==> src/sv/biou_pkg.sv <==
// shared types and constants for the box intersection-over-union block
package biou_pkg;

  localparam int FIFO_DEPTH = 4;
  localparam int FIFO_PTR_W = $clog2(FIFO_DEPTH);
  localparam int FIFO_CNT_W = $clog2(FIFO_DEPTH + 1);
  localparam int AREA_OUT_BITS = 32;

  typedef struct packed {
    logic full;
    logic empty;
  } biou_fifo_stat_t;

endpackage

==> src/sv/biou_if.sv <==


interface biou_out_if #(parameter int RATIO_FRAC_BITS = 16);
  logic                     valid;
  logic                     ready;
  logic [RATIO_FRAC_BITS:0] ratio;
  logic [31:0]              overlap_area;
  logic                     invalid;

  modport source (output valid, ratio, overlap_area, invalid, input ready);
  modport sink   (input valid, ratio, overlap_area, invalid, output ready);
endinterface

==> src/sv/biou_back.sv <==
// back pipeline: one quotient bit per stage, restoring division of intersection by union
module biou_back #(
  parameter int COORD_BITS      = 16,
  parameter int RATIO_FRAC_BITS = 16
) (
  input  logic                      clk,
  input  logic                      rst_n,
  input  biou_pkg::biou_fifo_stat_t q_stat,
  input  logic [4*COORD_BITS+1:0]   head_data,
  output logic                      pop,
  biou_out_if.source                out_ch
);
  import biou_pkg::*;

  localparam int AW = 2 * COORD_BITS;
  localparam int DW = AW + 1;
  localparam int RW = AW + 2;
  localparam int QW = RATIO_FRAC_BITS + 1;
  localparam int NS = RATIO_FRAC_BITS + 1;

  logic          be;
  logic          vld_r   [NS];
  logic          inv_r   [NS];
  logic [AW-1:0] inter_r [NS];
  logic [DW-1:0] den_r   [NS];
  logic [RW-1:0] rem_r   [NS];
  logic [QW-1:0] q_r     [NS];

  logic          h_inv;
  logic [DW-1:0] h_uni;
  logic [AW-1:0] h_inter;
  logic [RW-1:0] r0;
  logic          ge0;
  logic          sat;

  assign be  = !vld_r[NS-1] || out_ch.ready;
  assign pop = be && !q_stat.empty;

  assign {h_inv, h_uni, h_inter} = head_data;
  assign r0  = RW'(h_inter);
  assign ge0 = (r0 >= RW'(h_uni));

  always_ff @(posedge clk) begin
    if (!rst_n) begin
      vld_r[0] <= 1'b0;
    end else if (be) begin
      vld_r[0] <= !q_stat.empty;
    end
  end

  // integer bit: set only when intersection equals union
  always_ff @(posedge clk) begin
    if (be) begin
      inv_r[0]   <= h_inv;
      inter_r[0] <= h_inter;
      den_r[0]   <= h_uni;
      rem_r[0]   <= ge0 ? r0 - RW'(h_uni) : r0;
      q_r[0]     <= QW'(ge0);
    end
  end

  for (genvar k = 1; k < NS; k++) begin : g_stage
    logic [RW-1:0] rs;
    logic          ge;

    assign rs = {rem_r[k-1][RW-2:0], 1'b0};
    assign ge = (rs >= RW'(den_r[k-1]));

    always_ff @(posedge clk) begin
      if (!rst_n) begin
        vld_r[k] <= 1'b0;
      end else if (be) begin
        vld_r[k] <= vld_r[k-1];
      end
    end

    always_ff @(posedge clk) begin
      if (be) begin
        inv_r[k]   <= inv_r[k-1];
        inter_r[k] <= inter_r[k-1];
        den_r[k]   <= den_r[k-1];
        rem_r[k]   <= ge ? rs - RW'(den_r[k-1]) : rs;
        q_r[k]     <= {q_r[k-1][QW-2:0], ge};
      end
    end
  end

  // saturation only possible when the area is wider than the output field
  assign sat = (AW > AREA_OUT_BITS) ?
               (inter_r[NS-1] > AW'({AREA_OUT_BITS{1'b1}})) : 1'b0;

  assign out_ch.valid        = vld_r[NS-1];
  assign out_ch.invalid      = inv_r[NS-1];
  assign out_ch.ratio        = inv_r[NS-1] ? '0 : q_r[NS-1];
  assign out_ch.overlap_area = inv_r[NS-1] ? '0 :
                               sat ? '1 : AREA_OUT_BITS'(inter_r[NS-1]);

endmodule

==> src/flat_wrapper.sv <==
// flat-port wrapper written by rule: the top's interface ports become plain ports
module biou_back_flat import biou_pkg::*;
#(
  parameter int COORD_BITS      = 16,
  parameter int RATIO_FRAC_BITS = 16
)
  (clk, rst_n, q_stat, head_data, pop, out_ch_valid, out_ch_ratio, out_ch_overlap_area, out_ch_invalid, out_ch_ready);
  biou_out_if #(.RATIO_FRAC_BITS(RATIO_FRAC_BITS)) out_ch_i ();
  input  logic clk;
  input  logic rst_n;
  input  biou_pkg::biou_fifo_stat_t q_stat;
  input  logic [4*COORD_BITS+1:0] head_data;
  output logic pop;
  output wire logic [$bits(out_ch_i.valid)-1:0] out_ch_valid;
  output wire logic [$bits(out_ch_i.ratio)-1:0] out_ch_ratio;
  output wire logic [$bits(out_ch_i.overlap_area)-1:0] out_ch_overlap_area;
  output wire logic [$bits(out_ch_i.invalid)-1:0] out_ch_invalid;
  input wire logic [$bits(out_ch_i.ready)-1:0] out_ch_ready;
  assign out_ch_valid = out_ch_i.valid;
  assign out_ch_ratio = out_ch_i.ratio;
  assign out_ch_overlap_area = out_ch_i.overlap_area;
  assign out_ch_invalid = out_ch_i.invalid;
  assign out_ch_i.ready = out_ch_ready;
  biou_back #(.COORD_BITS(COORD_BITS), .RATIO_FRAC_BITS(RATIO_FRAC_BITS)) u_core (.clk(clk), .rst_n(rst_n), .q_stat(q_stat), .head_data(head_data), .pop(pop), .out_ch(out_ch_i));
endmodule
==> config.mk <==
export PLATFORM = sky130hd
export DESIGN_NAME = biou_back_flat
export DESIGN_NICKNAME = d
export VERILOG_FILES = /design/src/sv/biou_pkg.sv /design/src/sv/biou_if.sv /design/src/sv/biou_back.sv /design/src/flat_wrapper.sv
export SDC_FILE = /design/constraint.sdc
export NUM_CORES = 2
export LEC_CHECK = 0
export BUFFER_PORTS_ARGS = -buffer_cell sky130_fd_sc_hd__buf_2
export CORE_ASPECT_RATIO = 0.6
export CORE_MARGIN = 2
export CORE_UTILIZATION = 25
export CTS_CLUSTER_SIZE = 25
export DETAILED_ROUTE_END_ITERATION = 10
export GPL_ROUTABILITY_DRIVEN = 0
export PLACE_DENSITY_LB_ADDON = 0.2
export REMOVE_ABC_BUFFERS = 1
export SLEW_MARGIN = 5
export SYNTH_ARGS = -nofsm -noshare
export SYNTH_HDL_FRONTEND = slang
export SYNTH_SLANG_ARGS = --single-unit
==> constraint.sdc <==
create_clock -name clk -period 56.1 [get_ports clk]
set_clock_uncertainty 0.2 [all_clocks]
set_input_delay 11.22 -clock clk [delete_from_list [all_inputs] [get_ports clk]]
set_output_delay 11.22 -clock clk [all_outputs]
set_load 0.03 [all_outputs]
==> flow_summary_export.csv <==
group,metric,value,unit
logic_synthesis,synthArstFlopShare,0,%
worst_setup_path,start_kind,"input port",
sta,max_freq,0.0425,GHz
placement,placed_area,95300,µm²
floorplanning,die_x,774,µm
cells_and_area,stdcell_area,101000,µm²
logic_synthesis,synth_top_area_share,60.3,%
sta,finalSetupTns,0,ps
cts,cts_setup_buffers,0,
detailed_routing,drt_iter0_drc,5929,
cts,cts_resized,0,
worst_setup_path,crit_arrival,12110,ps
floorplanning,die_area,361000,µm²
global_routing,first_global_vias,51200,
detailed_routing,drc,0,
worst_setup_path,max_stage_delay,470,ps
sta,setup_slack,32570,ps
power_and_ir_drop,power.density,55.2,nW/µm²
sta,period_minus_slack,23530,ps
logic_synthesis,syn_inst,7072,
detailed_routing,via_count,55500,
cells_and_area,layout_common_cells,"1,786 x edfxtp_1, 705 x inv_1, 573 x a21oi_1, 559 x ha_1, 404 x nor2_1",
sta,setup_viol,0,
logic_synthesis,ys_warn_count,0,
logic_synthesis,synthTopCellsByArea,"edfxtp_1 60%, ha_1 7.9%, a21oi_1 3.2%, inv_1 3.0%, xnor2_1 2.9%",
cells_and_area,area_delta_synth_final,13.7,%
cells_and_area,nets,7905,
detailed_routing,dr.pass1.iters,6,
logic_synthesis,synth_cell_types,82,
cts,cts_made_buffers,190,
worst_setup_path,endpoint_kind,"primary output",
sta,max_slew.worst_pin.slew,1420,ps
power_and_ir_drop,total_power,0.00559,W
cts,cts-root-buf,"clkbuf_16",
global_routing,grt_pass1_wl,330000,µm
cells_and_area,drive_gt1_share,9.58,%
cts,cts_num_sinks,1787,
logic_synthesis,ys_ff_latch,1787,
placement,dpl_worst_slack,32570,ps
sta,slew_violations,0,
worst_setup_path,crit_chain,"buf_2 -> nor2b_1 -> nor2_1 -> buf_2",
cts,insertion_delay,870,ps
worst_setup_path,required,44680,ps
cts,clockBufferDepth,4,
logic_synthesis,yosysTopAreaCell,"edfxtp_1",
floorplanning,floorplan.initialDensity,25.2,%
logic_synthesis,synth_area_per_cell,12.6,µm²
floorplanning,io_pins,123,
cts,clkTransAtPathRegs,60,ps
cts,cts_tree,"done",
detailed_routing,drtAntennaViolNets,0,
hold_path,hp-class,"flop to flop",
cells_and_area,final_common_cell,"edfxtp_1",
floorplanning,chipHeight,466,µm
detailed_routing,wl_per_cell,18.1,µm
sta,period_share,41.9,%
sta,hold_viol_final,0,
status,status,"completed",
sta,relSlewSlack,5.20,%
sta,rsz0062_at_grt,"no",
global_routing,overflow,0,
global_routing,grt_use_total,11.7,%
logic_synthesis,synth_ff_type,"edfxtp_1",
placement,dp_hpwl,163000,µm
floorplanning,core,354000,µm²
worst_setup_path,crit_type,"input port to primary output",
power_and_ir_drop,power.leakage,40.7,nW
logic_synthesis,synth_edf_count,1786,
floorplanning,num_rows,169,
cts,hold_buffers,0,
worst_setup_path,cp_slowest_cell,"nor2b_1",
global_routing,grt_start_max_net_pins,178,
logic_synthesis,ys_seq_area_share,60.3,%
detailed_routing,vias_per_cell,4.58,
worst_setup_path,crit_fanout,5,
global_routing,grt_antenna_before_repair,21,
run,cap_violations,0,
worst_setup_path,cpMostUsedCell,"buf_2",
placement,io_buffers,121,
detailed_routing,routed_wl,219000,µm
power_and_ir_drop,vdd_drop_max,0.0246,mV
cts,cts_max_level,4,
logic_synthesis,syn-cell-area,89000,µm²
[cell families (layout without fill, tap and decap cells)]
family / after synthesis / in the layout / synth area share [%]
AOI/OAI and AO/OA: 1726 / 1726 / 12.2
and+or+nand+nor: 1369 / 1369 / 7.41
adders and majority gates: 575 / 575 / 8.22
xor gates and xnor gates: 462 / 462 / 4.55
muxes: 272 / 272 / 3.53
DFF: 1787 / 1787 / 60.3
buffers and inverters: 881 / 1209 / 3.79
other: 0 / 11 / 0
[per-stage QoR]
step,instances,hold slack [ps],utilization [%]
2_1_floorplan,6897,200,-
3_3_place_gp,11800,200,26.9
3_5_place_dp,11800,205,26.9
4_1_cts,12100,157,28.6
5_1_grt,12100,173,28.6
6_report,12100,171,28.6
[power breakdown]
part | internal (W) | switching [W] | total [W]
Sequential | 0.00189 | 0.000155 | 0.00205
Clock | 0.000702 | 0.000539 | 0.00124
Combinational | 0.000982 | 0.00132 | 0.00230
Total | 0.00358 | 0.00201 | 0.00559
[cells in the mapped netlist (9+ instances only)]
| library cell | n |
|---|---|
| edfxtp_1 | 1786 |
| inv_1 | 706 |
| a21oi_1 | 574 |
| ha_1 | 559 |
| nor2_1 | 404 |
| o21ai_0 | 342 |
| nand2_1 | 333 |
| a21o_1 | 311 |
| xnor2_1 | 299 |
| mux2_2 | 206 |
| xor2_1 | 163 |
| clkbuf_1 | 149 |
| nor2b_1 | 146 |
| nand4_1 | 101 |
| nand3_1 | 92 |
| nand2b_1 | 75 |
| o21bai_1 | 75 |
| o21a_1 | 74 |
| a31oi_1 | 56 |
| nor3_1 | 54 |
| a211oi_1 | 52 |
| and2_1 | 45 |
| and3_1 | 43 |
| o31ai_1 | 33 |
| a211o_1 | 30 |
| mux2_4 | 26 |
| mux2_1 | 24 |
| o211ai_1 | 18 |
| or3_1 | 18 |
| fa_1 | 16 |
| mux2i_1 | 16 |
| nor4_1 | 16 |
| a221oi_1 | 13 |
| a31o_2 | 12 |
| buf_2 | 12 |
| a2111oi_0 | 11 |
| a41oi_1 | 11 |
| a21boi_0 | 10 |
| a221o_1 | 10 |
| and4_1 | 10 |
| or2_2 | 10 |
| o22ai_1 | 9 |
| or4_1 | 9 |
[sequential cells by signal, indices dropped and copies added, names as in the netlist]
name and count:
u_core.vld_r 17, u_core.inter_r 544, u_core.den_r 528, u_core.q_r 153, u_core.inv_r 17, u_core.rem_r 528
[per-layer routing]
layer | vias to the layer above | share of wire (%) | track usage [%]
li1 | 26500 | - | -
met1 | 27000 | 56 | 20.6
met2 | 1760 | 32 | 12.8
met3 | 266 | 9.9 | 3.61
met4 | 8 | 1.7 | 2.21
met5 | - | 0.12 | 0.418
[worst max-delay path: cells and delay by family]
kind,cells,cell delay (ps)
simple gates,2,580
buf+inv,2,310
[path summary, 6_finish.rpt]
check / from / cells past startpoint / to / slack (ps)
max: out_ch_ready / 4 / pop / 32570
min reg2reg: u_core.inter_r[3][10] / 0 / u_core.inter_r[3][42] / 170
max reg2reg: u_core.den_r[0][40] / 14 / u_core.rem_r[0][72] / 50280
min: u_core.inter_r[3][10] / 0 / u_core.inter_r[3][42] / 170
[final cells by class]
class	instances	area, µm²
Inverter	706	2660
Timing Repair Buffer	170	986
Clock buffer	233	4940
Multi-Input combinational cell	4404	32100
Clock inverter	100	985
Tap cell	4702	5880
Sequential cell	1787	53700
Fill cell	35900	253000
Antenna cell	11	27.5
No activity file was read; power rests on OpenSTA's default activity.
