--- src/sv/biou_pkg.sv ---
// shared types and constants for the box intersection-over-union block
package biou_pkg;

  localparam int FIFO_DEPTH = 4;
  localparam int FIFO_PTR_W = $clog2(FIFO_DEPTH);
  localparam int FIFO_CNT_W = $clog2(FIFO_DEPTH + 1);
  localparam int AREA_OUT_BITS = 32;

  typedef struct packed {
    logic full;
    logic empty;
  } biou_fifo_stat_t;

endpackage

--- src/sv/biou_if.sv ---
// valid/ready channel interfaces for box pairs and iou results
interface biou_in_if #(parameter int COORD_BITS = 16);
  logic                  valid;
  logic                  ready;
  logic [COORD_BITS-1:0] a_left;
  logic [COORD_BITS-1:0] a_top;
  logic [COORD_BITS-1:0] a_right;
  logic [COORD_BITS-1:0] a_bottom;
  logic [COORD_BITS-1:0] b_left;
  logic [COORD_BITS-1:0] b_top;
  logic [COORD_BITS-1:0] b_right;
  logic [COORD_BITS-1:0] b_bottom;

  modport source (
    output valid, a_left, a_top, a_right, a_bottom, b_left, b_top, b_right, b_bottom,
    input  ready
  );
  modport sink (
    input  valid, a_left, a_top, a_right, a_bottom, b_left, b_top, b_right, b_bottom,
    output ready
  );
endinterface


--- src/sv/biou_front.sv ---
// front pipeline: overlap lengths, areas, union and validity of a box pair
module biou_front #(
  parameter int COORD_BITS = 16
) (
  input  logic                        clk,
  input  logic                        rst_n,
  biou_in_if.sink                     in_ch,
  input  biou_pkg::biou_fifo_stat_t   q_stat,
  output logic                        push,
  output logic [4*COORD_BITS+1:0]     push_data
);
  import biou_pkg::*;

  localparam int CW = COORD_BITS;
  localparam int AW = 2 * COORD_BITS;

  logic          fe;
  logic          in_acc;

  // stage 1: lengths
  logic          s1_vld_r;
  logic          s1_rev_r;
  logic [CW-1:0] s1_wa_r, s1_ha_r, s1_wb_r, s1_hb_r, s1_ow_r, s1_oh_r;
  logic [CW-1:0] lo_x, hi_x, lo_y, hi_y, ow, oh;
  logic          rev;

  // stage 2: products
  logic          s2_vld_r;
  logic          s2_rev_r;
  logic [AW-1:0] s2_area_a_r, s2_area_b_r, s2_inter_r;

  // stage 3: union
  logic          s3_vld_r;
  logic          s3_inv_r;
  logic [AW-1:0] s3_inter_r;
  logic [AW:0]   s3_uni_r;
  logic [AW:0]   uni;

  assign fe       = !s3_vld_r || !q_stat.full;
  assign in_ch.ready = fe;
  assign in_acc   = in_ch.valid && fe;

  always_comb begin
    lo_x = (in_ch.a_left > in_ch.b_left) ? in_ch.a_left : in_ch.b_left;
    hi_x = (in_ch.a_right < in_ch.b_right) ? in_ch.a_right : in_ch.b_right;
    lo_y = (in_ch.a_top > in_ch.b_top) ? in_ch.a_top : in_ch.b_top;
    hi_y = (in_ch.a_bottom < in_ch.b_bottom) ? in_ch.a_bottom : in_ch.b_bottom;
    ow   = (hi_x > lo_x) ? hi_x - lo_x : '0;
    oh   = (hi_y > lo_y) ? hi_y - lo_y : '0;
    rev  = (in_ch.a_right < in_ch.a_left) || (in_ch.a_bottom < in_ch.a_top) ||
           (in_ch.b_right < in_ch.b_left) || (in_ch.b_bottom < in_ch.b_top);
  end

  // area sum less intersection; intersection never exceeds either area
  assign uni = ({1'b0, s2_area_a_r} + {1'b0, s2_area_b_r}) - {1'b0, s2_inter_r};

  always_ff @(posedge clk) begin
    if (!rst_n) begin
      s1_vld_r <= 1'b0;
      s2_vld_r <= 1'b0;
      s3_vld_r <= 1'b0;
    end else if (fe) begin
      s1_vld_r <= in_acc;
      s2_vld_r <= s1_vld_r;
      s3_vld_r <= s2_vld_r;
    end
  end

  always_ff @(posedge clk) begin
    if (fe) begin
      s1_rev_r    <= rev;
      s1_wa_r     <= in_ch.a_right - in_ch.a_left;
      s1_ha_r     <= in_ch.a_bottom - in_ch.a_top;
      s1_wb_r     <= in_ch.b_right - in_ch.b_left;
      s1_hb_r     <= in_ch.b_bottom - in_ch.b_top;
      s1_ow_r     <= ow;
      s1_oh_r     <= oh;

      s2_rev_r    <= s1_rev_r;
      s2_area_a_r <= AW'(s1_wa_r) * AW'(s1_ha_r);
      s2_area_b_r <= AW'(s1_wb_r) * AW'(s1_hb_r);
      s2_inter_r  <= AW'(s1_ow_r) * AW'(s1_oh_r);

      s3_inv_r    <= s2_rev_r || (uni == '0);
      s3_inter_r  <= s2_inter_r;
      s3_uni_r    <= uni;
    end
  end

  assign push      = s3_vld_r && !q_stat.full;
  assign push_data = {s3_inv_r, s3_uni_r, s3_inter_r};

endmodule

--- src/flat_wrapper.sv ---
// flat-port wrapper written by rule: the top's interface ports become plain ports
module biou_front_flat import biou_pkg::*;
#(
  parameter int COORD_BITS = 16
)
  (clk, rst_n, q_stat, push, push_data, in_ch_valid, in_ch_a_left, in_ch_a_top, in_ch_a_right, in_ch_a_bottom, in_ch_b_left, in_ch_b_top, in_ch_b_right, in_ch_b_bottom, in_ch_ready);
  biou_in_if #(.COORD_BITS(COORD_BITS)) in_ch_i ();
  input  logic clk;
  input  logic rst_n;
  input  biou_pkg::biou_fifo_stat_t q_stat;
  output logic push;
  output logic [4*COORD_BITS+1:0] push_data;
  input wire logic [$bits(in_ch_i.valid)-1:0] in_ch_valid;
  input wire logic [$bits(in_ch_i.a_left)-1:0] in_ch_a_left;
  input wire logic [$bits(in_ch_i.a_top)-1:0] in_ch_a_top;
  input wire logic [$bits(in_ch_i.a_right)-1:0] in_ch_a_right;
  input wire logic [$bits(in_ch_i.a_bottom)-1:0] in_ch_a_bottom;
  input wire logic [$bits(in_ch_i.b_left)-1:0] in_ch_b_left;
  input wire logic [$bits(in_ch_i.b_top)-1:0] in_ch_b_top;
  input wire logic [$bits(in_ch_i.b_right)-1:0] in_ch_b_right;
  input wire logic [$bits(in_ch_i.b_bottom)-1:0] in_ch_b_bottom;
  output wire logic [$bits(in_ch_i.ready)-1:0] in_ch_ready;
  assign in_ch_i.valid = in_ch_valid;
  assign in_ch_i.a_left = in_ch_a_left;
  assign in_ch_i.a_top = in_ch_a_top;
  assign in_ch_i.a_right = in_ch_a_right;
  assign in_ch_i.a_bottom = in_ch_a_bottom;
  assign in_ch_i.b_left = in_ch_b_left;
  assign in_ch_i.b_top = in_ch_b_top;
  assign in_ch_i.b_right = in_ch_b_right;
  assign in_ch_i.b_bottom = in_ch_b_bottom;
  assign in_ch_ready = in_ch_i.ready;
  biou_front #(.COORD_BITS(COORD_BITS)) u_core (.clk(clk), .rst_n(rst_n), .in_ch(in_ch_i), .q_stat(q_stat), .push(push), .push_data(push_data));
endmodule
--- config.mk ---
export PLATFORM = sky130hd
export DESIGN_NAME = biou_front_flat
export DESIGN_NICKNAME = d
export VERILOG_FILES = /design/src/sv/biou_pkg.sv /design/src/sv/biou_if.sv /design/src/sv/biou_front.sv /design/src/flat_wrapper.sv
export SDC_FILE = /design/constraint.sdc
export NUM_CORES = 2
export LEC_CHECK = 0
export BUFFER_PORTS_ARGS = -buffer_cell sky130_fd_sc_hd__buf_2
export CAP_MARGIN = 5
export CORE_MARGIN = 8
export CORE_UTILIZATION = 45
export DETAILED_ROUTE_END_ITERATION = 12
export PLACE_DENSITY = 0.6
export SLEW_MARGIN = 20
export SYNTH_ARGS = -nofsm -noshare
export SYNTH_HDL_FRONTEND = slang
export SYNTH_SLANG_ARGS = --single-unit
--- constraint.sdc ---
create_clock -name clk -period 11.14 [get_ports clk]
set_clock_uncertainty 0.15 [all_clocks]
set_input_delay 2.228 -clock clk [delete_from_list [all_inputs] [get_ports clk]]
set_output_delay 2.228 -clock clk [all_outputs]
set_load 0.02 [all_outputs]
==> results by group <==
Run status
  – Status: completed

Yosys
  – Synth Area in Simple Gates: 16.0%
  – #FFs+latches synth: 263
  – Syn Inst Count: 4690
  – Top FF cell, synth: edfxtp_1
  – Distinct cells, synth: 88
  – Post-synthesis adder-cell area fraction: 43.0%
  – Synth Area in XOR/XNOR: 2.98%
  – Mapped Avg Cell Area: 9.28 um2
  – Syn nets: 5946
  – Synth Area in Compound Gates: 9.24%
  – Async S/R FF share, synth: 0%
  – Main combinational cell family by area after synthesis: adder cells
  – Post-Synthesis Cell Area: 43500 um2
  – Mux contribution to synthesized area: 0.883%
  – YS warnings: 0
  – Number of synthesized flops with an enable pin: 260
  – Sequential-to-total area share from yosys stat: 18.1%

STA
  – Worst slew margin: 38.1%
  – Setup Viol. Count Final: 0
  – Fin crit period: 7.63 ns
  – TNS Setup: 0 ns
  – Actual slew at the worst max-slew pin: 0.929 ns
  – Setup repair after global routing missed its margin: false
  – Slew Limit Fails: 0
  – Final worst path period share: 68.5%
  – Peak Freq: 131 MHz
  – Final hold vios: 0

Clock tree
  – CTS Buf Count: 31
  – Post-CTS setup buffer count: 0
  – Skew-Pair Late Insertion Delay: 0.60 ns
  – CTS tree: built
  – Clock buffer depth: 3
  – Resized cells post-CTS: 0
  – CTS Hold Bufs: 0
  – Root cell of the clock tree: clkbuf_16
  – H-tree Lvls: 1
  – Clk sinks: 263
  – Clk slew on worst S/H paths: 0.07 ns

Floorplanning
  – Die Span Y: 327 um
  – Die width: 327 um
  – Site Rows: 114
  – Die area: 107000 um2
  – Ports: 201
  – Initial Util: 45.2%
  – Core Box Area: 96300 um2

Global route
  – Global route overflow: 0
  – Tot GR Track Use: 21.2%
  – Initial antenna violation count: 8
  – Largest net degree at the start of global routing: 164
  – Global-route wire length before repair: 183000 um
  – Number of global-route vias before repair: 32900

Worst setup path
  – Crit-path cells: and2_1 -> fa_1 -> inv_1 -> fa_1 -> inv_1 -> fa_1 -> fa_1 -> fa_1 -> inv_1 -> fa_1 -> inv_1 -> ha_1 -> o21a_1 -> o211ai_1 -> or3_1 -> a31oi_1 -> o21ai_1 -> a211oi_1 -> a21boi_1 -> o21ai_0 -> o21ai_1 -> xnor2_1
  – CP Buf/Inv Count: 4
  – CP dominant cell by count: fa_1
  – Largest stage delay, worst path: 0.74 ns
  – Slowest CP cell: edfxtp_1
  – Crit path max fanout: 16
  – Crit path max-delay family: adder cells
  – Reg2reg end: u_core.s2_area_a_r[29]$_DFFE_PN_
  – Arrival time worst endpoint: 7.77 ns
  – Setup crit start kind: flop
  – Reg2Reg Depth: 22
  – Critical Path End Type: flop
  – Crit Path Class: reg -> reg
  – Reg2Reg Launch Point: u_core.s1_ha_r[10]$_DFFE_PN_
  – WP data required: 11.28 ns
  – R2r setup slk: 3.51 ns

Min path
  – Hold Path End: u_core.s2_rev_r$_DFFE_PN_
  – Hold crit path type: reg -> reg
  – Hold_sp: u_core.s1_rev_r$_DFFE_PN_
  – Worst hold stages: 0

Placed design
  – GPL Wtd Cong: 0.925
  – Port Buffers: 199
  – Hpwl dp: 95600 um
  – Dpl cell area: 45700 um2

Drt
  – Via Count: 32400
  – Routed Antenna Nets: 0
  – Iter 0 DRT Violations: 2275
  – Final WL: 115000 um
  – DRT Pass-1 Iters: 5
  – Via/cell ratio: 5.30
  – Routed len/inst: 18.8 um
  – DRC: 0

Finish
  – Area grow syn2layout: 7.48%
  – Nets: 6062
  – Post-route cell area: 46800 um2
  – Share of cells above drive strength 1: 6.23%
  – Final Util: 48.6%
  – Most frequent cells in the layout: inv_1 (999), fa_1 (620), nand2_1 (504)
  – Most common cell after layout, fill and taps aside: inv_1

Flow run
  – Max-cap viol count: 0
synth_stat cells (all sizes together) (5+ instances only):
cell type	count	area, um2
fa	620	12400
nor4	6	43.8
mux2i	35	350
a211oi	24	208
o2111ai	5	43.8
buf	12	62.6
o41ai	5	51.3
inv	999	3750
o31ai	14	124
or3	14	87.6
xor2	30	263
xnor2	118	1030
clkbuf	120	450
nor2b	45	289
and3	33	206
edfxtp	260	7810
nor3b	9	72.6
a31oi	15	93.8
a21oi	138	702
a211o	10	87.6
o21bai	19	143
nor3	78	395
and2	383	2400
o21a	45	338
o211ai	39	303
or4	6	45.0
a21boi	36	270
o21ai	108	552
nand2	506	1900
a22oi	31	233
nor2	141	529
a21o	55	413
nand4	38	238
a2111oi	5	43.8
nand3	90	455
nand2b	30	188
ha	503	6290
worst reg2reg max path, cell delays in order, from the launching register on:
cell and delay (ns):
edfxtp_1 0.74, and2_1 0.36, fa_1 0.53, inv_1 0.06, fa_1 0.52, inv_1 0.05, fa_1 0.50, fa_1 0.45
fa_1 0.49, inv_1 0.05, fa_1 0.47, inv_1 0.04, ha_1 0.38, o21a_1 0.15, o211ai_1 0.10, or3_1 0.39
a31oi_1 0.28, o21ai_1 0.13, a211oi_1 0.48, a21boi_1 0.16, o21ai_0 0.18, o21ai_1 0.09, xnor2_1 0.57
through the flow:
stage	std cells	hold WS, ns	setup WS [ns]
finish	6108	0.288	3.51
global route	6105	0.304	3.11
CTS	6105	0.294	3.48
detailed placement	6049	0.266	3.50
global placement	6049	0.271	3.43
floorplan	4690	0.250	0.917
how the worst max path moves through the flow:
stage	from	endpoint	slack, ns	cells after the start
2_1_floorplan	q_stat[1]	in_ch_ready	0.92	1
3_3_place_gp	in_ch_b_left[9]	u_core.s1_ow_r[9]$_SDFFCE_PP0N_	3.43	25
3_5_place_dp	in_ch_b_bottom[1]	u_core.s1_oh_r[9]$_SDFFCE_PP0N_	3.50	23
4_1_cts	u_core.s1_ha_r[10]$_DFFE_PN_	u_core.s2_area_a_r[31]$_DFFE_PN_	3.48	22
5_1_grt	u_core.s1_ha_r[2]$_DFFE_PN_	u_core.s2_area_a_r[31]$_DFFE_PN_	3.11	21
6_report	u_core.s1_ha_r[10]$_DFFE_PN_	u_core.s2_area_a_r[29]$_DFFE_PN_	3.51	22
registers in the layout, summed over array words and instances, names as in the netlist:
register and count:
u_core.s1_wa_r 16, u_core.s1_oh_r 16, u_core.s2_vld_r 1, u_core.s3_uni_r 33, u_core.s1_rev_r 1, u_core.s2_area_a_r 32
u_core.s1_ha_r 16, u_core.s3_vld_r 1, u_core.s3_inv_r 1, u_core.s3_inter_r 32, u_core.s2_inter_r 32, u_core.s1_wb_r 16
u_core.s2_area_b_r 32, u_core.s2_rev_r 1, u_core.s1_vld_r 1, u_core.s1_ow_r 16, u_core.s1_hb_r 16
per-layer routing:
metal | global-route usage (%) | wire [um] | vias to the layer above
li1 | - | - | 15300
met1 | 30.3 | 53300 | 16000
met2 | 34.2 | 51400 | 962
met3 | 3.41 | 7770 | 130
met4 | 4.03 | 2350 | 4
met5 | 0 | 34 | -
kinds of logic (layout without fill, tap and decap cells):
logic type / Yosys count / after routing
buffers and inverters: 1131 / 1270
adders and majority gates: 1123 / 1123
and+or+nand+nor: 1394 / 1394
DFF: 263 / 263
AOI/OAI and AO/OA: 593 / 593
xor gates and xnor gates: 148 / 148
muxes: 38 / 38
other: 0 / 3
final cells by class:
class                   instances  area, um2
well taps                    1276       1600
repair buffers                215       1130
fillers                      9287      49500
clock inverters                23        235
diodes                          3       7.51
clock buffers                  33        783
inverters                     999       3750
multi-input cells            3296      31400
flip-flops and latches        263       7870
Power is left out: the tool's default activity adds up to more than one toggle a clock period on the data nets, which glitch-free logic cannot reach.
