===== config.mk =====
export PLATFORM = sky130hd
export DESIGN_NAME = biou_fifo
export DESIGN_NICKNAME = d
export VERILOG_FILES = /design/src/sv/biou_pkg.sv /design/src/sv/biou_fifo.sv
export SDC_FILE = /design/constraint.sdc
export NUM_CORES = 1
export LEC_CHECK = 0
export ABC_AREA = 0
export BUFFER_PORTS_ARGS = -buffer_cell sky130_fd_sc_hd__buf_2
export CORE_UTILIZATION = 51
export DETAILED_ROUTE_END_ITERATION = 7
export PLACE_DENSITY = 0.8
export SLEW_MARGIN = 40
export SYNTH_ARGS = -nofsm -noshare
export SYNTH_HDL_FRONTEND = slang
export SYNTH_SLANG_ARGS = --single-unit

===== constraint.sdc =====
create_clock -name clk -period 3.4 [get_ports clk]
set_input_delay 1.02 -clock clk [delete_from_list [all_inputs] [get_ports clk]]
set_output_delay 1.02 -clock clk [all_outputs]
set_load 0.02 [all_outputs]

===== src/sv/biou_pkg.sv =====
// shared types and constants for the box intersection-over-union block
package biou_pkg;

  localparam int FIFO_DEPTH = 4;
  localparam int FIFO_PTR_W = $clog2(FIFO_DEPTH);
  localparam int FIFO_CNT_W = $clog2(FIFO_DEPTH + 1);
  localparam int AREA_OUT_BITS = 32;

  typedef struct packed {
    logic full;
    logic empty;
  } biou_fifo_stat_t;

endpackage


===== src/sv/biou_fifo.sv =====
// short queue that decouples the front pipeline from the divider
module biou_fifo #(
  parameter int WIDTH = 66
) (
  input  logic                      clk,
  input  logic                      rst_n,
  input  logic                      push,
  input  logic [WIDTH-1:0]          push_data,
  input  logic                      pop,
  output logic [WIDTH-1:0]          head_data,
  output biou_pkg::biou_fifo_stat_t stat
);
  import biou_pkg::*;

  logic [WIDTH-1:0]      mem_r [FIFO_DEPTH];
  logic [FIFO_PTR_W-1:0] wr_ptr_r, rd_ptr_r;
  logic [FIFO_CNT_W-1:0] cnt_r, cnt_nxt;
  logic                  do_push, do_pop;

  assign stat.full  = (cnt_r == FIFO_CNT_W'(FIFO_DEPTH));
  assign stat.empty = (cnt_r == '0);
  assign do_push    = push && !stat.full;
  assign do_pop     = pop && !stat.empty;
  assign head_data  = mem_r[rd_ptr_r];

  always_comb begin
    cnt_nxt = cnt_r;
    if (do_push && !do_pop) begin
      cnt_nxt = cnt_r + 1'b1;
    end else if (do_pop && !do_push) begin
      cnt_nxt = cnt_r - 1'b1;
    end
  end

  always_ff @(posedge clk) begin
    if (!rst_n) begin
      wr_ptr_r <= '0;
      rd_ptr_r <= '0;
      cnt_r    <= '0;
    end else begin
      if (do_push) begin
        wr_ptr_r <= wr_ptr_r + 1'b1;
      end
      if (do_pop) begin
        rd_ptr_r <= rd_ptr_r + 1'b1;
      end
      cnt_r <= cnt_nxt;
    end
  end

  always_ff @(posedge clk) begin
    if (do_push) begin
      mem_r[wr_ptr_r] <= push_data;
    end
  end

endmodule


==> results.json, run 1 <==
{
  "synth.yosys.seq_area_share_pct": 81.1,
  "syn_to_final_growth_pct": 19.8,
  "yosysTopAreaCell": "edfxtp_1",
  "grt_overflow": 0,
  "path_cells": "buf_12 > mux4_2 > buf_2",
  "multi_input_area_um2": 1780,
  "synth_top_area_share_pct": 79.3,
  "synth_area_leaders": "edfxtp_1, mux4_2, dfxtp_1",
  "switching_share_pct": 27.8,
  "grt_antenna_before_repair": 1,
  "start_util_pct": 52.8,
  "power_density_nw_per_um2": 788,
  "hp-class": "reg2reg",
  "startpoint_type": "register",
  "synth_area_um2": 10000,
  "drive_gt1_share_pct": 45.9,
  "end_kind": "output pin",
  "hold_viol": 0,
  "synth_area_per_cell_um2": 25.5,
  "dp_hpwl_um": 10300,
  "grt_start_max_net_pins": 48,
  "cts_tree": "yes",
  "maxCapViolCount": 0,
  "gp_congestion": 0.691,
  "seqCellArea_um2": 8120,
  "crit_slowest_cell": "mux4_2",
  "p_leak_nw": 4.05,
  "timing.final.crit_share_pct": 90.0,
  "chipHeight_um": 142,
  "path_max_fanout": 39,
  "vias_per_cell": 5.39,
  "clkTransAtPathRegs_ns": 0.06,
  "ir_drop_uv": 613,
  "max_stage_delay_ns": 0.58,
  "dieArea_um2": 20200,
  "synth_nets": 468,
  "synth_warnings": 0,
  "h-tree-depth": 1,
  "cts_hold_buf": 0,
  "num-fill-cells": 1286,
  "p_int_mw": 6.81,
  "syn_inst": 392,
  "p_seq_share_pct": 44.7,
  "avgRoutedWirePerCell_um": 20.4,
  "clock_skew_ns": 0.00904,
  "drt_iter0_markers": 221,
  "rows": 50,
  "routed_wl_um": 17100,
  "cts_root_buf": "clkbuf_16",
  "crit_arrival_ns": 2.04,
  "yosys_register_bits": 273,
  "critical_path_class": "reg2out",
  "drc_errors": 0,
  "setup_viol": 0,
  "numPortBuffers": 137,
  "postRouteAntennaNets": 0,
  "fin_nets": 635,
  "comb_power_share_pct": 25.1,
  "num_io_pins": 138,
  "grt_pass1_vias": 4832,
  "grt_usage_pct": 17.3,
  "pwr-share-clk_pct": 30.2,
  "finalMaxSlewViolations": 0,
  "die_w_um": 142,
  "crit_required_ns": 2.38,
  "grt_setup_unrepaired": "false",
  "ys_types": 23,
  "insertion_delay_ns": 0.52,
  "first_pass_iters": 4,
  "grt_first_pass_wirelength_um": 26200,
  "worst_slew_pin_slew_ns": 0.445,
  "finalSetupTns_ns": 0,
  "max-slew-margin-rel_pct": 70.3,
  "status": "completed",
  "cts_buffers": 27,
  "clock.fmax_mhz": 327,
  "design.core.area_um2": 19000,
  "fin_crit_ns": 3.06,
  "p_sw_mw": 2.63,
  "num_antenna_cells": 0,
  "holdWs_ns": 0.534,
  "cts.sinks": 273,
  "cts_max_path_buffers": 3,
  "vias": 4525
}
## layout by cell type (no fill, tap or decap), drive strengths merged
cell / n
edfxtp: 264
buf: 154
mux4: 66
clkbuf: 38
dfxtp: 9
and2: 8
clkinv: 7
ha: 5
inv: 5
nand2: 4
xnor2: 3
mux2i: 3
nor2b: 2
bufinv: 2
nor3b: 1
nor3: 1
o31ai: 1
o311ai: 1
xor2: 1
o21ai: 1
or3: 1
a21boi: 1
fa: 1
clkinvlp: 1
## path summary, 6_finish.rpt
kind	startpoint	end	slack (ns)	cells past startpoint
setup reg to reg	cnt_r[0]	cnt_r[2]	1.19	9
hold / removal	wr_ptr_r[0]	wr_ptr_r[0]	0.53	2
hold reg to reg	wr_ptr_r[0]	wr_ptr_r[0]	0.53	2
setup / recovery	register	head_data[54]	0.34	3
## cells by family (layout without fill, tap and decap cells)
group	after synthesis	after routing	share of synthesized area, %
and+or+nand+nor	17	17	1.01
adders and majority gates	6	6	0.826
AOI/OAI and AO/OA	4	4	0.338
muxes	69	69	15.2
DFF	273	273	81.1
buffers and inverters	19	207	1.24
xor gates and xnor gates	4	4	0.350
## layout make-up
cell class | instances | share of cell area (%)
sequential | 273 | 67.7
multi-input combinational | 100 | 14.8
timing repair buffer | 154 | 7.41
clock buffer | 38 | 6.23
tap | 260 | 2.72
clock inverter | 12 | 0.961
inverter | 3 | 0.0940
## power groups by stage
stage,clock network [mW],registers (mW),logic [mW]
finish,2.85,4.22,2.37
global route,3.04,4.25,2.53
CTS,2.90,4.27,2.34
detailed placement,0,4.34,2.33
global placement,0,4.31,2.31
floorplan,0,4.24,1.70
## routing by layer
metal	routed length [µm]	vias to the layer above	track usage, %
met5	13	-	0
met4	341	2	4.70
met3	1110	32	4.51
met2	8820	134	30.1
met1	6860	2348	21.6
li1	-	2009	-
## sequential cells by signal (all words and copies together) (netlist names), named ones only
register and flops:
cnt_r 3, wr_ptr_r 2, mem_r 264, rd_ptr_r 2
## repair_timing
action	CTS	global route
setup endpoints to repair	0	3
setup buffers	0	5
gates resized for setup	0	0
## synthesized netlist by cell type
cell type	instances
edfxtp_1	264
mux4_2	66
dfxtp_1	9
and2_1	8
buf_2	6
buf_6	5
ha_1	5
nand2_1	4
clkbuf_1	3
inv_1	3
mux2i_1	3
xnor2_1	3
buf_4	2
nor2b_1	2
a21boi_0	1
fa_1	1
nor3_1	1
nor3b_2	1
o21ai_0	1
o311ai_1	1
o31ai_2	1
or3_1	1
xor2_1	1
## worst max-delay path: cells and delay by family (launching register included)
family / cells / cell delay, ns
multiplexers: 1 / 0.58
buffers and inverters: 2 / 0.48
flip-flops: 1 / 0.41
## metrics by stage
stage | total power [mW] | instances | utilization, % | area (µm²) | setup WS, ns
after CTS | 9.51 | 835 | 63.0 | 11900 | 0.0693
after detailed placement | 6.66 | 785 | 58.5 | 11100 | 0.629
after floorplan | 5.94 | 392 | - | 10000 | 0.108
after global placement | 6.61 | 785 | 58.5 | 11100 | 0.643
final | 9.44 | 840 | 63.2 | 12000 | 0.339
after global routing | 9.81 | 840 | 63.2 | 12000 | 0.248
Note: power is estimated with default switching activity, not from simulation.
==> run 2, diff against run 1 <==
--- a/config.mk
+++ b/config.mk
@@ -9,7 +9,7 @@
 export BUFFER_PORTS_ARGS = -buffer_cell sky130_fd_sc_hd__buf_2
 export CORE_UTILIZATION = 51
 export DETAILED_ROUTE_END_ITERATION = 7
-export PLACE_DENSITY = 0.8
+export PLACE_DENSITY = 0.75
 export SLEW_MARGIN = 40
 export SYNTH_ARGS = -nofsm -noshare
 export SYNTH_HDL_FRONTEND = slang
==> constraint.sdc (replaced) <==
create_clock -name clk -period 3.4 [get_ports clk]
set_input_delay 0.34 -clock clk [delete_from_list [all_inputs] [get_ports clk]]
set_output_delay 0.34 -clock clk [all_outputs]
set_load 0.02 [all_outputs]
==> run 2 against run 1 <==
  * Clock-buffer cell count is 4 lower
  * Sequential share of layout area increased by 0.12 points
  * Setup slack improved by 0.49 ns
  * Non-clock buffer count down 8
  * Flip-flop and latch count is the same
  * Maximum frequency grew 19%
  * Core utilization down 0.11 points
  * Register-to-register slack lost 0.35 ns
  * Largest cell class unchanged
  * Worst hold slack got worse by 0.50 ns
==> results.json, run 2 (same netlist as run 1, synthesis figures left out) <==
{
  "power_mw": 9.46,
  "setup_viol": 0,
  "cts_root_buf": "clkbuf_16",
  "syn_to_final_growth_pct": 19.6,
  "max-slew-margin-rel_pct": 58.1,
  "max_stage_delay_ns": 0.62,
  "worst_slew_pin_slew_ns": 0.629,
  "clock_skew_ns": 0.00610,
  "maxCapViolCount": 0,
  "grt_pass1_vias": 4851,
  "worst_slack_ns": 0.830,
  "chipHeight_um": 142,
  "clkTransAtPathRegs_ns": 0.06,
  "fin_nets": 627,
  "insertion_delay_ns": 0.51,
  "vias": 4553,
  "grt_overflow": 0,
  "final_cell_mix": "edfxtp_1, buf_2, mux4_2",
  "die_w_um": 142,
  "dp.cells": 782,
  "grt_usage_pct": 17.9,
  "drt_iter0_markers": 266,
  "largest_reg_flops": 264,
  "finalSetupTns_ns": 0,
  "rows": 50,
  "num_io_pins": 138,
  "dieArea_um2": 20200,
  "ir_drop_uv": 486,
  "cts.sinks": 273,
  "start_util_pct": 52.8,
  "largest_register": "mem_r",
  "grt_start_max_net_pins": 40,
  "gp_congestion": 0.690,
  "worst-path-buf-inv": 2,
  "end_kind": "output pin",
  "grt_antenna_before_repair": 4,
  "h-tree-depth": 1,
  "hold_viol": 0,
  "crit_slowest_cell": "dfxtp_4",
  "layout_commonest_cell": "edfxtp_1",
  "postRouteAntennaNets": 0,
  "dp_worst_setup_slack_ns": 0.858,
  "cts_max_path_buffers": 3,
  "largestRegisters": "mem_r: 264 flops, cnt_r: 3 flops",
  "status": "completed",
  "crit_required_ns": 3.06,
  "cp_top_family": "flip-flops",
  "finalMaxSlewViolations": 0,
  "critical_path_class": "reg2out",
  "cts_buffers": 27,
  "drc_errors": 0,
  "stdcell_count": 835,
  "numPortBuffers": 137,
  "fin_crit_ns": 2.57,
  "p_leak_nw": 4.01,
  "path_max_fanout": 20,
  "dp_hpwl_um": 11400,
  "power_density_nw_per_um2": 791,
  "cts.repair.resized": 0,
  "first_pass_iters": 5,
  "vias_per_cell": 5.45,
  "hp-class": "in2reg",
  "drive_gt1_share_pct": 44.7,
  "grt_setup_unrepaired": "false",
  "path_cells": "buf_4 > mux4_2 > buf_2",
  "crit_arrival_ns": 2.23,
  "timing.final.crit_share_pct": 75.6,
  "clock.fmax_mhz": 389,
  "num-fill-cells": 1266,
  "startpoint_type": "register",
  "avgRoutedWirePerCell_um": 21.3,
  "postCtsSetupBuffers": 0,
  "routed_wl_um": 17800,
  "cts_tree": "yes",
  "design.core.area_um2": 19000,
  "grt_first_pass_wirelength_um": 26700,
  "cts_hold_buf": 0
}
## run 2: cell count changes in the layout (fill, tap and decap cells not counted), sizes merged
| cell | before | now |
|---|---|---|
| clkinv | 7 | 10 |
| buf | 154 | 146 |
| bufinv | 2 | 4 |
| inv | 5 | 3 |
| clkbuf | 38 | 34 |
| diode | 0 | 4 |
## run 2: stage by stage
step | utilization (%) | hold WS [ns] | area, µm²
finish | 63.1 | 0.0382 | 12000
global route | 63.1 | 0.0175 | 12000
CTS | 63.0 | 0.0188 | 12000
detailed placement | 58.4 | 0.506 | 11100
global placement | 58.2 | 0.478 | 11000
floorplan | - | 0.439 | 10000
## run 2: where the power goes
| part | switching (mW) | internal [mW] |
|---|---|---|
| Sequential | 0.180 | 4.09 |
| Clock | 1.13 | 1.75 |
| Combinational | 1.29 | 1.02 |
## run 2: worst paths after layout
kind / from / endpoint / slack, ns / depth (start not counted)
hold / removal: push_data[53] / mem_r[3][53] / 0.04 / 1
setup reg to reg: cnt_r[0] / cnt_r[2] / 0.84 / 8
setup / recovery: register / head_data[2] / 0.83 / 3
hold reg to reg: wr_ptr_r[1] / wr_ptr_r[1] / 0.51 / 2
## run 2: metal layers
| metal | GRT usage (%) | vias up | share of wire, % | wire [µm] |
|---|---|---|---|---|
| met3 | 5.45 | 34 | 8.9 | 1590 |
| met4 | 4.98 | 4 | 1.8 | 324 |
| met1 | 23.1 | 2353 | 41 | 7200 |
| met2 | 29.6 | 161 | 49 | 8620 |
| met5 | 0 | - | 0.15 | 27 |
| li1 | - | 2001 | - | - |
## run 2: cell type report
cell class              instances  area, µm²  share of cell area [%]
diodes                          4       10.0                  0.0837
clock inverters                15        169                    1.41
flip-flops and latches        273       8120                    67.9
repair buffers                146        848                    7.09
inverters                       3       11.3                  0.0942
well taps                     260        325                    2.72
clock buffers                  34        702                    5.87
multi-input cells             100       1780                    14.9
==> run 3, diff against run 2 <==
--- a/config.mk
+++ b/config.mk
@@ -7,9 +7,9 @@
 export LEC_CHECK = 0
 export ABC_AREA = 0
 export BUFFER_PORTS_ARGS = -buffer_cell sky130_fd_sc_hd__buf_2
-export CORE_UTILIZATION = 51
+export CORE_UTILIZATION = 54
 export DETAILED_ROUTE_END_ITERATION = 7
-export PLACE_DENSITY = 0.75
+export PLACE_DENSITY = 0.76
 export SLEW_MARGIN = 40
 export SYNTH_ARGS = -nofsm -noshare
 export SYNTH_HDL_FRONTEND = slang
==> constraint.sdc (replaced) <==
create_clock -name clk -period 2.6 [get_ports clk]
set_input_delay 0.26 -clock clk [delete_from_list [all_inputs] [get_ports clk]]
set_output_delay 0.26 -clock clk [all_outputs]
set_load 0.02 [all_outputs]
==> run 3 against run 2 <==
  * Critical path depth unchanged
  * Die area down 5.5%
  * Core utilization up 6.6 points
  * Wire length up 1.2%
  * Clock skew about the same
  * Worst hold slack better by 0.051 ns
  * Flip-flop and latch count unchanged
  * The flow now finishes with violations (DRC)
  * Combinational power up 35%
  * Critical path type unchanged
  * Non-clock buffer count up 73
  * Setup slack worse by 0.69 ns
  * Power up 31%
  * Sequential power up 31%
==> results.json, run 3 (same netlist as run 1, synthesis figures left out) <==
{
  "layout_commonest_cell": "edfxtp_1",
  "hp-class": "in2reg",
  "grt_setup_unrepaired": "false",
  "grt_usage_pct": 19.5,
  "h-tree-depth": 1,
  "hold_viol": 0,
  "grt_pass1_vias": 5202,
  "path_max_fanout": 22,
  "dp.cells": 758,
  "drc_errors": 23,
  "num_io_pins": 138,
  "die_w_um": 138,
  "cts_tree": "yes",
  "worst_slack_ns": 0.143,
  "finalSetupTns_ns": 0,
  "timing.final.crit_share_pct": 94.5,
  "syn_to_final_growth_pct": 26.0,
  "num-fill-cells": 1115,
  "end_kind": "output pin",
  "clkTransAtPathRegs_ns": 0.06,
  "maxCapViolCount": 0,
  "num_antenna_cells": 0,
  "cts.sinks": 273,
  "postRouteAntennaNets": 0,
  "power_density_nw_per_um2": 982,
  "final_cell_mix": "edfxtp_1, buf_2, mux4_2, dlygate4sd3_1, clkbuf_16",
  "finalMaxSlewViolations": 0,
  "clock.fmax_mhz": 407,
  "clock_skew_ns": 0.00648,
  "grt_start_max_net_pins": 43,
  "dp_worst_setup_slack_ns": 0.435,
  "gp_congestion": 0.695,
  "p_leak_nw": 4.32,
  "insertion_delay_ns": 0.51,
  "cts_buffers": 27,
  "dieArea_um2": 19100,
  "stdcell_count": 873,
  "dp_hpwl_um": 10800,
  "seqCellArea_um2": 8120,
  "cts_max_path_buffers": 3,
  "cts_root_buf": "clkbuf_16",
  "drt_iter0_markers": 271,
  "drive_gt1_share_pct": 40.8,
  "postCtsSetupBuffers": 0,
  "first_pass_iters": 7,
  "fin_nets": 700,
  "ir_drop_uv": 631,
  "grt_overflow": 0,
  "multi_input_area_um2": 1780,
  "numPortBuffers": 137,
  "largestRegisters": "mem_r: 264 flops, cnt_r: 3 flops",
  "max-slew-margin-rel_pct": 67.0,
  "routed_wl_um": 18000,
  "chipHeight_um": 138,
  "design.core.area_um2": 18100,
  "rows": 49,
  "startpoint_type": "register",
  "setup_viol": 0,
  "crit_arrival_ns": 2.20,
  "grt_antenna_before_repair": 0,
  "vias": 4721,
  "grt_first_pass_wirelength_um": 28500,
  "start_util_pct": 55.3,
  "crit_required_ns": 2.34,
  "power_mw": 12.4,
  "largest_register": "mem_r",
  "worst_slew_pin_slew_ns": 0.495,
  "violations": "DRC",
  "fin_crit_ns": 2.46,
  "critical_path_class": "reg2out",
  "vias_per_cell": 5.41,
  "largest_reg_flops": 264,
  "avgRoutedWirePerCell_um": 20.6,
  "holdWs_ns": 0.0893,
  "status": "complete, but fails checks"
}
[run 3: cell count changes in the layout (fill, tap and decap cells not counted), sizes merged]
| cell | delta |
|---|---|
| buf | +7 |
| bufinv | -1 |
| clkbuf | -2 |
| clkinv | +4 |
| clkinvlp | -1 |
| diode | -4 |
| dlygate4sd3 | +66 |
[run 3: power by group]
| part | internal [mW] | switching [mW] | leakage, nW |
|---|---|---|---|
| clock | 2.19 | 1.48 | 0.417 |
| combinational | 1.43 | 1.68 | 1.41 |
| sequential | 5.34 | 0.257 | 2.49 |
| total | 8.96 | 3.41 | 4.32 |
[run 3: critical path: stages, from the launching register on]
cell,delay (ns)
dfxtp_4,0.67
buf_4,0.30
mux4_2,0.53
buf_2,0.18
[run 3: final timing paths]
kind | cells after the start | endpoint | slack (ns) | startpoint
setup / recovery | 3 | head_data[4] | 0.14 | register
hold / removal | 2 | register | 0.09 | rst_n
setup reg to reg | 8 | cnt_r[2] | 0.39 | cnt_r[0]
hold reg to reg | 2 | wr_ptr_r[0] | 0.53 | wr_ptr_r[0]
[run 3: cell type report]
cell class              instances  share of cell area [%]
well taps                     229                    2.27
multi-input cells             100                    14.1
repair buffers                219                    12.4
inverters                       3                  0.0893
flip-flops and latches        273                    64.4
clock buffers                  32                    5.51
clock inverters                17                    1.19
[run 3: repair_timing]
item	in CTS	in global routing
setup endpoints to repair	0	0
gates resized for setup	0	0
hold buffers	66	0
hold endpoints to repair	264	0
[run 3: per-layer routing]
layer  track usage [%]  part of all wire [%]  up-vias
li1                  -                     -     2133
met1              25.8                    41     2397
met2              33.5                    51      164
met3              3.81                   6.7       27
met4              5.32                   1.6        0
met5                 0                     0        -
[run 3: through the flow]
step,utilization (%),instance area [µm²]
after CTS,69.7,12600
after floorplan,-,10000
after global routing,69.7,12600
after detailed placement,61.4,11100
after global placement,61.4,11100
final,69.7,12600
